<file path="src/design/assert_macros.svh">
// ---------------------------------------------------------------------------
// assert_macros.svh
// concurrent assertion helpers, empty when synthesizing
// ---------------------------------------------------------------------------
`ifndef ASSERT_MACROS_SVH
`define ASSERT_MACROS_SVH

`ifndef SYNTHESIS

// property must hold at every clock edge outside reset
`define ASSERT_PROP(lbl, clk, rst, prop) \
   lbl: assert property (@(posedge clk) disable iff (rst) (prop)) \
      else $error("assertion failed");

// condition must never be seen at a clock edge outside reset
`define ASSERT_NEVER(lbl, clk, rst, cond) \
   lbl: assert property (@(posedge clk) disable iff (rst) !(cond)) \
      else $error("forbidden condition seen");

`else

`define ASSERT_PROP(lbl, clk, rst, prop)
`define ASSERT_NEVER(lbl, clk, rst, cond)

`endif

`endif

</file>
<file path="src/design/ampwm_pkg.sv">
`timescale 1ns / 1ps
// ---------------------------------------------------------------------------
// ampwm_pkg
// shared types, codes and constants of the addressed multichannel pwm core
// ---------------------------------------------------------------------------
package ampwm_pkg;

   localparam int CHANNELS_DEFAULT = 32;
   localparam int OUT_W            = 32;   // width of the channel output word
   localparam int LEVEL_W          = 8;
   localparam int BYTE_W           = 8;
   localparam int FRAME_LEN        = 32;   // longest frame payload (level load)
   localparam int FRAME_IDX_W      = $clog2(FRAME_LEN);
   localparam int COUNT_W          = $clog2(FRAME_LEN + 1);
   localparam logic [LEVEL_W-1:0] LEVEL_RESET = 8'd129;

   // item opcodes
   localparam logic OP_SERIAL = 1'b0;
   localparam logic OP_TICK   = 1'b1;

   typedef enum logic [1:0] {
      LINK_WAIT,
      LINK_CMD,
      LINK_DATA,
      LINK_DROP
   } link_state_type;

   typedef enum logic [1:0] {
      CMD_NONE,
      CMD_LOAD,
      CMD_SET,
      CMD_STEP
   } cmd_type;

   typedef logic [FRAME_LEN-1:0][BYTE_W-1:0] frame_type;

   // command decoded by the link, applied by the pwm engine
   typedef struct packed {
      logic               load_all;
      logic               set_one;
      logic               set_step;
      logic [BYTE_W-1:0]  chan;
      logic [LEVEL_W-1:0] level;
      logic [BYTE_W-1:0]  step_exp;
   } update_type;

   function automatic logic [COUNT_W-1:0] frame_len(cmd_type cmd);
      logic [COUNT_W-1:0] len;
      case (cmd)
         CMD_LOAD: len = COUNT_W'(FRAME_LEN);
         CMD_SET:  len = COUNT_W'(2);
         CMD_STEP: len = COUNT_W'(1);
         default:  len = '0;
      endcase
      return len;
   endfunction

endpackage

</file>
<file path="src/design/ampwm_link.sv">
`timescale 1ns / 1ps
// ---------------------------------------------------------------------------
// ampwm_link
// multidrop frame parser: address match, command decode and frame buffer
// ---------------------------------------------------------------------------
module ampwm_link (
   input  logic                              clock,
   input  logic                              reset,
   input  logic                              serial_fire,
   input  logic [ampwm_pkg::BYTE_W-1:0]      serial_byte,
   input  logic                              ninth_bit,
   input  logic [ampwm_pkg::BYTE_W-1:0]      node_address,
   output ampwm_pkg::update_type             upd,
   output ampwm_pkg::frame_type              frame_view
);

   ampwm_pkg::link_state_type             state_ff, state_in;
   ampwm_pkg::cmd_type                    pending_ff, pending_in;
   logic [ampwm_pkg::COUNT_W-1:0]         taken_ff, taken_in;
   logic [ampwm_pkg::COUNT_W-1:0]         count_next;
   logic                                  frame_we;
   logic [ampwm_pkg::BYTE_W-1:0]          frame_ff [ampwm_pkg::FRAME_LEN];

   // frame bytes with the byte arriving now bypassed into its slot
   always_comb begin
      for (int j = 0; j < ampwm_pkg::FRAME_LEN; j++) begin
         if (taken_ff[ampwm_pkg::FRAME_IDX_W-1:0] == ampwm_pkg::FRAME_IDX_W'(j)) begin
            frame_view[j] = serial_byte;
         end else begin
            frame_view[j] = frame_ff[j];
         end
      end
   end

   always_ff @(posedge clock) begin
      if (reset) begin
         state_ff   <= ampwm_pkg::LINK_WAIT;
         pending_ff <= ampwm_pkg::CMD_NONE;
         taken_ff   <= '0;
      end else begin
         state_ff   <= state_in;
         pending_ff <= pending_in;
         taken_ff   <= taken_in;
      end
   end

   always_ff @(posedge clock) begin
      if (frame_we) begin
         frame_ff[taken_ff[ampwm_pkg::FRAME_IDX_W-1:0]] <= serial_byte;
      end
   end

   always_comb begin
      state_in     = state_ff;
      pending_in   = pending_ff;
      taken_in     = taken_ff;
      frame_we     = 1'b0;
      count_next   = taken_ff + ampwm_pkg::COUNT_W'(1);
      upd          = '0;
      upd.chan     = frame_view[0];
      upd.level    = frame_view[1];
      upd.step_exp = frame_view[0];
      if (serial_fire) begin
         case (state_ff)
            ampwm_pkg::LINK_WAIT: begin
               if (ninth_bit && serial_byte == node_address) begin
                  state_in = ampwm_pkg::LINK_CMD;
               end
            end
            ampwm_pkg::LINK_CMD: begin
               if (ninth_bit) begin
                  state_in = ampwm_pkg::LINK_WAIT;
               end else if (serial_byte[ampwm_pkg::BYTE_W-1:2] == '0 &&
                            serial_byte[1:0] != ampwm_pkg::CMD_NONE) begin
                  pending_in = ampwm_pkg::cmd_type'(serial_byte[1:0]);
                  taken_in   = '0;
                  state_in   = ampwm_pkg::LINK_DATA;
               end else begin
                  pending_in = ampwm_pkg::CMD_NONE;
                  taken_in   = '0;
                  state_in   = ampwm_pkg::LINK_DROP;
               end
            end
            ampwm_pkg::LINK_DATA: begin
               if (ninth_bit) begin
                  // address mid-frame aborts it
                  state_in   = ampwm_pkg::LINK_WAIT;
                  pending_in = ampwm_pkg::CMD_NONE;
                  taken_in   = '0;
               end else begin
                  frame_we = 1'b1;
                  taken_in = count_next;
                  if (count_next >= ampwm_pkg::frame_len(pending_ff)) begin
                     upd.load_all = (pending_ff == ampwm_pkg::CMD_LOAD);
                     upd.set_one  = (pending_ff == ampwm_pkg::CMD_SET);
                     upd.set_step = (pending_ff == ampwm_pkg::CMD_STEP);
                     pending_in   = ampwm_pkg::CMD_NONE;
                     taken_in     = '0;
                     state_in     = ampwm_pkg::LINK_WAIT;
                  end
               end
            end
            ampwm_pkg::LINK_DROP: begin
               if (ninth_bit) begin
                  state_in   = ampwm_pkg::LINK_WAIT;
                  pending_in = ampwm_pkg::CMD_NONE;
                  taken_in   = '0;
               end
            end
            default: begin
               state_in = ampwm_pkg::LINK_WAIT;
            end
         endcase
      end
   end

endmodule

</file>
<file path="src/design/ampwm_engine.sv">
`timescale 1ns / 1ps
// ---------------------------------------------------------------------------
// ampwm_engine
// level table, phase step, phase counter and per-channel compare
// ---------------------------------------------------------------------------
module ampwm_engine #(
   parameter int CHANNELS = ampwm_pkg::CHANNELS_DEFAULT
) (
   input  logic                               clock,
   input  logic                               reset,
   input  ampwm_pkg::update_type              upd,
   input  ampwm_pkg::frame_type               frame_view,
   input  logic                               tick_fire,
   output logic [ampwm_pkg::OUT_W-1:0]        drive,
   output logic [ampwm_pkg::LEVEL_W-1:0]      phase
);

   localparam int LIVE  = (CHANNELS < ampwm_pkg::OUT_W) ? CHANNELS : ampwm_pkg::OUT_W;
   localparam int IDX_W = $clog2(LIVE);
   localparam logic [ampwm_pkg::OUT_W-1:0] LIVE_MASK =
      ampwm_pkg::OUT_W'((64'd1 << LIVE) - 64'd1);

   logic [ampwm_pkg::LEVEL_W-1:0] levels_ff [LIVE];
   logic [ampwm_pkg::LEVEL_W-1:0] levels_in [LIVE];
   logic [ampwm_pkg::LEVEL_W-1:0] step_ff, step_in;
   logic [ampwm_pkg::LEVEL_W-1:0] phase_ff, phase_in, phase_sum;
   logic [ampwm_pkg::OUT_W-1:0]   drive_ff, drive_in, drive_calc;
   logic [ampwm_pkg::BYTE_W-1:0]  chan_map;

   // low four slots of every group of eight come reversed
   assign chan_map = {upd.chan[ampwm_pkg::BYTE_W-1:2],
                      upd.chan[2] ? upd.chan[1:0] : ~upd.chan[1:0]};

   always_comb begin
      logic [ampwm_pkg::FRAME_IDX_W-1:0] src;
      src = '0;
      for (int i = 0; i < LIVE; i++) begin
         levels_in[i] = levels_ff[i];
      end
      if (upd.load_all) begin
         for (int i = 0; i < LIVE; i++) begin
            src = ampwm_pkg::FRAME_IDX_W'(i);
            if (!src[2]) begin
               src[1:0] = ~src[1:0];
            end
            levels_in[i] = frame_view[src];
         end
      end
      if (upd.set_one && chan_map < ampwm_pkg::BYTE_W'(LIVE)) begin
         levels_in[chan_map[IDX_W-1:0]] = upd.level;
      end
   end

   always_comb begin
      step_in = step_ff;
      if (upd.set_step) begin
         if (upd.step_exp[ampwm_pkg::BYTE_W-1:3] == '0) begin
            step_in = ampwm_pkg::LEVEL_W'(1) << upd.step_exp[2:0];
         end else begin
            step_in = ampwm_pkg::LEVEL_W'(1);
         end
      end
   end

   assign phase_sum = phase_ff + step_ff;

   always_comb begin
      drive_calc = (phase_sum == '0) ? LIVE_MASK : drive_ff;
      for (int i = 0; i < LIVE; i++) begin
         if (phase_sum >= levels_ff[i]) begin
            drive_calc[i] = 1'b0;
         end
      end
   end

   assign phase_in = tick_fire ? phase_sum : phase_ff;
   assign drive_in = tick_fire ? drive_calc : drive_ff;

   always_ff @(posedge clock) begin
      if (reset) begin
         for (int i = 0; i < LIVE; i++) begin
            levels_ff[i] <= ampwm_pkg::LEVEL_RESET;
         end
         step_ff  <= ampwm_pkg::LEVEL_W'(1);
         phase_ff <= '0;
         drive_ff <= '0;
      end else begin
         for (int i = 0; i < LIVE; i++) begin
            levels_ff[i] <= levels_in[i];
         end
         step_ff  <= step_in;
         phase_ff <= phase_in;
         drive_ff <= drive_in;
      end
   end

   assign drive = drive_ff;
   assign phase = phase_ff;

endmodule

</file>
<file path="src/design/addressed_multichannel_pwm_core.sv">
`timescale 1ns / 1ps
// result path: a tick goes from the input register into the phase, drive and rsp_valid registers
// throughput: one transaction per cycle, serial bytes and ticks alike, unless a result waits;
// set by the input register and the single pass through link decode and per-channel level compare
// reset: synchronous active high; link waits for address, levels 129, step 1, phase 0, outputs 0
// ---------------------------------------------------------------------------
// addressed_multichannel_pwm_core
// pwm controller for up to 32 channels commanded over a 9-bit multidrop link
// ---------------------------------------------------------------------------
`include "assert_macros.svh"

module addressed_multichannel_pwm_core #(
   parameter int CHANNELS = ampwm_pkg::CHANNELS_DEFAULT
) (
   input  logic                               clock,
   input  logic                               reset,
   // input transactions: serial characters and ticks
   input  logic                               req_valid,
   output logic                               req_ready,
   input  logic                               req_opcode,
   input  logic [ampwm_pkg::BYTE_W-1:0]       req_serial_byte,
   input  logic                               req_ninth_bit,
   // result transactions, one per tick
   output logic                               rsp_valid,
   input  logic                               rsp_ready,
   output logic [ampwm_pkg::OUT_W-1:0]        rsp_channel_outputs,
   output logic [ampwm_pkg::LEVEL_W-1:0]      rsp_phase,
   // node address register
   input  logic                               csr_wr_en,
   input  logic [ampwm_pkg::BYTE_W-1:0]       csr_wr_data
);

   logic [ampwm_pkg::BYTE_W-1:0] node_address_ff;

   // input register
   logic                         stage_valid_ff, stage_valid_in;
   logic                         stage_op_ff;
   logic [ampwm_pkg::BYTE_W-1:0] stage_byte_ff;
   logic                         stage_ninth_ff;

   logic                         rsp_valid_ff, rsp_valid_in;
   logic                         out_free;
   logic                         stage_fire;
   logic                         serial_fire;
   logic                         tick_fire;
   logic                         req_fire;

   ampwm_pkg::update_type        upd;
   ampwm_pkg::frame_type         frame_view;

   // a tick may leave the input register only when the result slot frees up;
   // serial characters never wait on the result side
   assign out_free    = !rsp_valid_ff || rsp_ready;
   assign stage_fire  = stage_valid_ff && (stage_op_ff == ampwm_pkg::OP_SERIAL || out_free);
   assign serial_fire = stage_fire && stage_op_ff == ampwm_pkg::OP_SERIAL;
   assign tick_fire   = stage_fire && stage_op_ff == ampwm_pkg::OP_TICK;
   assign req_ready   = !stage_valid_ff || stage_fire;
   assign req_fire    = req_valid && req_ready;

   assign stage_valid_in = req_fire || (stage_valid_ff && !stage_fire);
   assign rsp_valid_in   = tick_fire || (rsp_valid_ff && !rsp_ready);

   always_ff @(posedge clock) begin
      if (reset) begin
         node_address_ff <= '0;
         stage_valid_ff  <= 1'b0;
         rsp_valid_ff    <= 1'b0;
      end else begin
         if (csr_wr_en) begin
            node_address_ff <= csr_wr_data;
         end
         stage_valid_ff <= stage_valid_in;
         rsp_valid_ff   <= rsp_valid_in;
      end
   end

   // payload of the input register, loaded on every accepted transaction
   always_ff @(posedge clock) begin
      if (req_fire) begin
         stage_op_ff    <= req_opcode;
         stage_byte_ff  <= req_serial_byte;
         stage_ninth_ff <= req_ninth_bit;
      end
   end

   ampwm_link u_link (
      .clock        (clock),
      .reset        (reset),
      .serial_fire  (serial_fire),
      .serial_byte  (stage_byte_ff),
      .ninth_bit    (stage_ninth_ff),
      .node_address (node_address_ff),
      .upd          (upd),
      .frame_view   (frame_view)
   );

   // phase and drive registers only move on a tick, so they double as the
   // result payload while rsp_valid waits for rsp_ready
   ampwm_engine #(
      .CHANNELS (CHANNELS)
   ) u_engine (
      .clock      (clock),
      .reset      (reset),
      .upd        (upd),
      .frame_view (frame_view),
      .tick_fire  (tick_fire),
      .drive      (rsp_channel_outputs),
      .phase      (rsp_phase)
   );

   assign rsp_valid = rsp_valid_ff;

   // a tick leaving the input register always produces a result next cycle
   `ASSERT_PROP(a_tick_gives_rsp, clock, reset, tick_fire |=> rsp_valid)
   // serial characters never disturb the pwm output state
   `ASSERT_PROP(a_serial_keeps_out, clock, reset,
      serial_fire |=> $stable(rsp_channel_outputs) && $stable(rsp_phase))
   // back-pressure on the input only comes from an occupied input register
   `ASSERT_NEVER(a_ready_low_empty, clock, reset, !req_ready && !stage_valid_ff)

endmodule
</file>
<file path="config.mk">
export PLATFORM = sky130hd
export DESIGN_NAME = addressed_multichannel_pwm_core
export DESIGN_NICKNAME = d
export VERILOG_FILES = /design/src/design/ampwm_pkg.sv /design/src/design/ampwm_link.sv /design/src/design/ampwm_engine.sv /design/src/design/addressed_multichannel_pwm_core.sv
export VERILOG_INCLUDE_DIRS = /design/src /design/src/design
export SDC_FILE = /design/constraint.sdc
export NUM_CORES = 1
export LEC_CHECK = 0
export BUFFER_PORTS_ARGS = -buffer_cell sky130_fd_sc_hd__buf_2
export CORE_ASPECT_RATIO = 1.1
export CORE_UTILIZATION = 35
export DETAILED_ROUTE_END_ITERATION = 8
export PLACE_DENSITY = 0.58
export SETUP_SLACK_MARGIN = 0.05
export SYNTH_ARGS = -nofsm -noshare
export SYNTH_HDL_FRONTEND = slang
export SYNTH_SLANG_ARGS = --single-unit
</file>
<file path="constraint.sdc">
create_clock -name clock -period 7.57 [get_ports clock]
set_input_delay 1.514 -clock clock [delete_from_list [all_inputs] [get_ports clock]]
set_output_delay 1.514 -clock clock [all_outputs]
set_load 0.02 [all_outputs]
</file>
==> reports/qor.txt <==
CTS max path bufs: 3
Die area: 0.09148 mm2
Setup TNS: 0 ns
Slew headroom: 0.1890
Setup ws final: 3.129 ns
Status: finished, violations left
Max-slew violations: 0
Diode count: 0
CP endpoint kind: register
Final hold vios: 0
Post-Synthesis Cells: 3170
Slowest stage cell on the critical path: a2111oi_2
Initial antenna violation count: 0
GRT overflow: 0
Root buffer cell: clkbuf_16
Hold slack: 0.4510 ns
Simple-gate area share of the yosys netlist: 0.1119
Antenna Nets Post-Route: 0
I/O Buffers: 64
Share of post-route cells with drive strength above 1: 0.1044
Standard-cell rows: 115
CTS Sinks: 590
Worst hold path class: reg -> reg
Failing checks: design-rule violations
End of the worst register-to-register path: u_engine.levels_ff[0][225]
Post-DR vias/cell: 5.389
CP max FO: 58
Placed inst area: 0.03309 mm2
Share of the yosys chip area belonging to registers: 0.4581
Mapped Nets: 3466
Syn. warnings: 0
Post-Synth Adder-Cell Area: 0.1083
CTS Hold Bufs: 0
Multiplexer share of the synthesized area: 0.09939
Largest family of logic cells by synthesized area: compound AO/OA/AOI/OAI gates
PD cells: 195.2 mW/mm2
CTS Buf Count: 68
Vias in the first global route: 22555
Min-delay src: u_engine.drive[19]
PostCTS Resize Cnt: 0
Global placement routability congestion: 0.8475
Gr usage total: 0.2074
Post-CTS Setup Repair Bufs: 0
Worst R2R Start: u_link.taken_ff[2]
Worst-path clk slew: 0.06 ns
Avg Cell Area, Syn: 9.967 um2
Hold path cells: 2
Final setup fails: 0
CP arrival: 4.95 ns
Final Critical Period: 4.441 ns
Worst path max stage delay: 0.65 ns
# fillers: 8679
Worst path required time: 8.08 ns
Die Width: 288.5 um
Post-synthesis register bit count: 590
Startpoint Class: register
Crit path cell chain: and2_1, nand4_1, xnor2_1, ha_1, a2111oi_2, a2111o_2, buf_4, nor2_1, or4_1, o21ai_0
Fin nets: 3452
Period utilization: 0.5867
Area Growth Syn to Fin: 11.52%
I/O pin count: 65
DR vias: 23598
First-pass GRT wire length: 142900 um
Post-layout util: 0.3943
Netlist cell types: 66
Htree depth: 3
Initial DRC Count: 1969
Post-Place Worst Slack: 3.184 ns
CTS tree: built
Leak: 0.01312 uW
Largest net degree at the start of global routing: 195
Max-cap violations: 0
R2R depth: 10
Max Clk Rate: 0.2252 GHz
Compound-Gate Fraction of Synth Area: 0.1557
Cell Area, Synth: 0.03160 mm2
Skew final: 0.02207 ns
Worst-skew pair later-pin latency: 0.60 ns
Hold Path Sink: u_engine.drive[19]
DR WL/cell: 21.58 um
DRT Wirelength: 94480 um
Synth Area in XOR/XNOR: 0.005267
Core area: 0.08935 mm2
Slew @ Worst Pin: 1.206 ns
Kind of critical path: reg -> reg
Ys async rst share: 0
Chip Height: 317.1 um
Worst R2R Setup Slack: 3.13 ns
Post-synth EDFFs: 266
Max VDD drop: 0.0001300 V
Design Area, Final: 0.03524 mm2
# DRC: 8
RSZ-0062 raised after global routing: false
HPWL reported at the end of detailed placement: 55910 um
Primary FF master, synth: dfxtp_1
DR pass1 iterations: 8
Initial core utilization: 0.3536
[worst max-delay path: cells and delay by family (launching register included)]
family,cells,cell delay (ns)
flip-flops,1,0.61
AND/OR/NAND/NOR,4,1.27
buffers and inverters,1,0.63
XOR/XNOR,1,0.19
AO/OA/AOI/OAI,3,1.34
adder cells (fa/ha/maj),1,0.25
[power breakdown]
part	total [uW]	internal (uW)	leakage, uW	switching (uW)
Clock	3210	1890	0.00105	1320
Combinational	326	85.9	0.00705	240
Sequential	3340	3340	0.00501	7.50
Total	6880	5310	0.0131	1570
[cells in the final DEF (no fill, tap or decap), drive strengths merged, types with 4 or more instances in the layout]
master    n
dfxtp   324
nand3   121
edfxtp  266
a211o    14
or2       5
clkbuf   99
o31ai    32
buf     127
ha      272
nand2b   48
nor4     15
nor4b     9
a211oi   77
a21oi   212
xor2     10
nand4     7
mux2i   268
nor2b    16
inv     272
clkinv   18
nand2   190
a21o     36
a31oi    29
mux2     40
o211ai  147
and2      4
nor3     16
and3      8
or4      45
xnor2     9
o21ai   174
o22ai    37
nor2    229
[per-layer routing]
layer  GRT usage  vias to the layer above  share of wire
met3     0.02547                      139          0.061
met1      0.2868                    11334           0.46
li1            -                    11443              -
met2      0.3363                      682           0.45
met5           0                        -              0
met4     0.06518                        0          0.025
[cell usage after synthesis (4+ instances only)]
| cell | number | area share |
|---|---|---|
| o21ai_0 | 145 | 0.023 |
| o211ai_1 | 127 | 0.030 |
| a21oi_1 | 212 | 0.034 |
| nand2b_1 | 47 | 0.0093 |
| o211ai_2 | 20 | 0.0079 |
| nand3_1 | 121 | 0.019 |
| and2_1 | 4 | 0.00079 |
| xnor2_1 | 9 | 0.0025 |
| buf_2 | 48 | 0.0076 |
| clkbuf_1 | 123 | 0.015 |
| nor4_4 | 4 | 0.0027 |
| ha_1 | 272 | 0.11 |
| xor2_1 | 10 | 0.0028 |
| nor2b_1 | 16 | 0.0032 |
| a211oi_1 | 77 | 0.018 |
| o21ai_1 | 27 | 0.0043 |
| nor2_1 | 229 | 0.027 |
| nand2_1 | 190 | 0.023 |
| nor4b_1 | 9 | 0.0025 |
| buf_6 | 8 | 0.0029 |
| buf_1 | 29 | 0.0034 |
| nor3_1 | 15 | 0.0024 |
| nor4_1 | 9 | 0.0018 |
| nand4_1 | 7 | 0.0014 |
| dfxtp_1 | 324 | 0.21 |
| or4_4 | 5 | 0.0018 |
| and3_1 | 8 | 0.0016 |
| or4_1 | 40 | 0.0095 |
| inv_1 | 270 | 0.032 |
| o22ai_1 | 37 | 0.0073 |
| mux2i_1 | 266 | 0.084 |
| mux2_2 | 40 | 0.014 |
| o31ai_1 | 32 | 0.0076 |
| a211o_1 | 13 | 0.0036 |
| edfxtp_1 | 266 | 0.25 |
| a21o_1 | 36 | 0.0086 |
| a31oi_1 | 29 | 0.0057 |
[how the worst max path moves through the flow]
stage | cells after the start | end | start
detailed placement | 10 | u_engine.levels_ff[0][234] | u_link.taken_ff[2]
global route | 10 | u_engine.levels_ff[0][225] | u_link.taken_ff[2]
finish | 10 | u_engine.levels_ff[0][225] | u_link.taken_ff[2]
global placement | 10 | u_engine.levels_ff[0][241] | u_link.taken_ff[2]
CTS | 10 | u_engine.levels_ff[0][225] | u_link.taken_ff[2]
floorplan | 12 | u_engine.drive[14] | u_engine.phase[0]
[flip-flops by register name, summed over array words and instances (netlist names)]
register            count
u_link.taken_ff         6
u_link.pending_ff       2
rsp_valid               1
stage_byte_ff           8
u_engine.drive         32
u_engine.step_ff        8
u_engine.phase          8
stage_op_ff             1
u_link.frame_ff       256
u_engine.levels_ff    256
u_link.state_ff         2
stage_valid_ff          1
node_address_ff         8
stage_ninth_ff          1
[cells by family after synthesis]
kind of cell / Yosys count
buf+inv: 481
mux: 308
xor+xnor: 19
simple gates: 727
flops: 590
fa+ha+maj: 273
compound gates: 772
[cell type report]
class / count / area [um2] / share of cell area
sequential: 590 / 14470 / 0.4108
multi-input combinational: 2099 / 15330 / 0.4351
timing repair buffer: 127 / 812.0 / 0.02305
inverter: 270 / 1013 / 0.02876
tap: 1170 / 1464 / 0.04155
clock inverter: 24 / 191.4 / 0.005433
clock buffer: 99 / 1952 / 0.05539
[per-stage QoR]
| step | instances | power (uW) |
|---|---|---|
| after floorplan | 3170 | 3591 |
| after global placement | 4256 | 3734 |
| after detailed placement | 4256 | 3739 |
| after CTS | 4379 | 6943 |
| after global routing | 4379 | 7086 |
| final | 4379 | 6879 |
(Power assumes the default switching activity.)
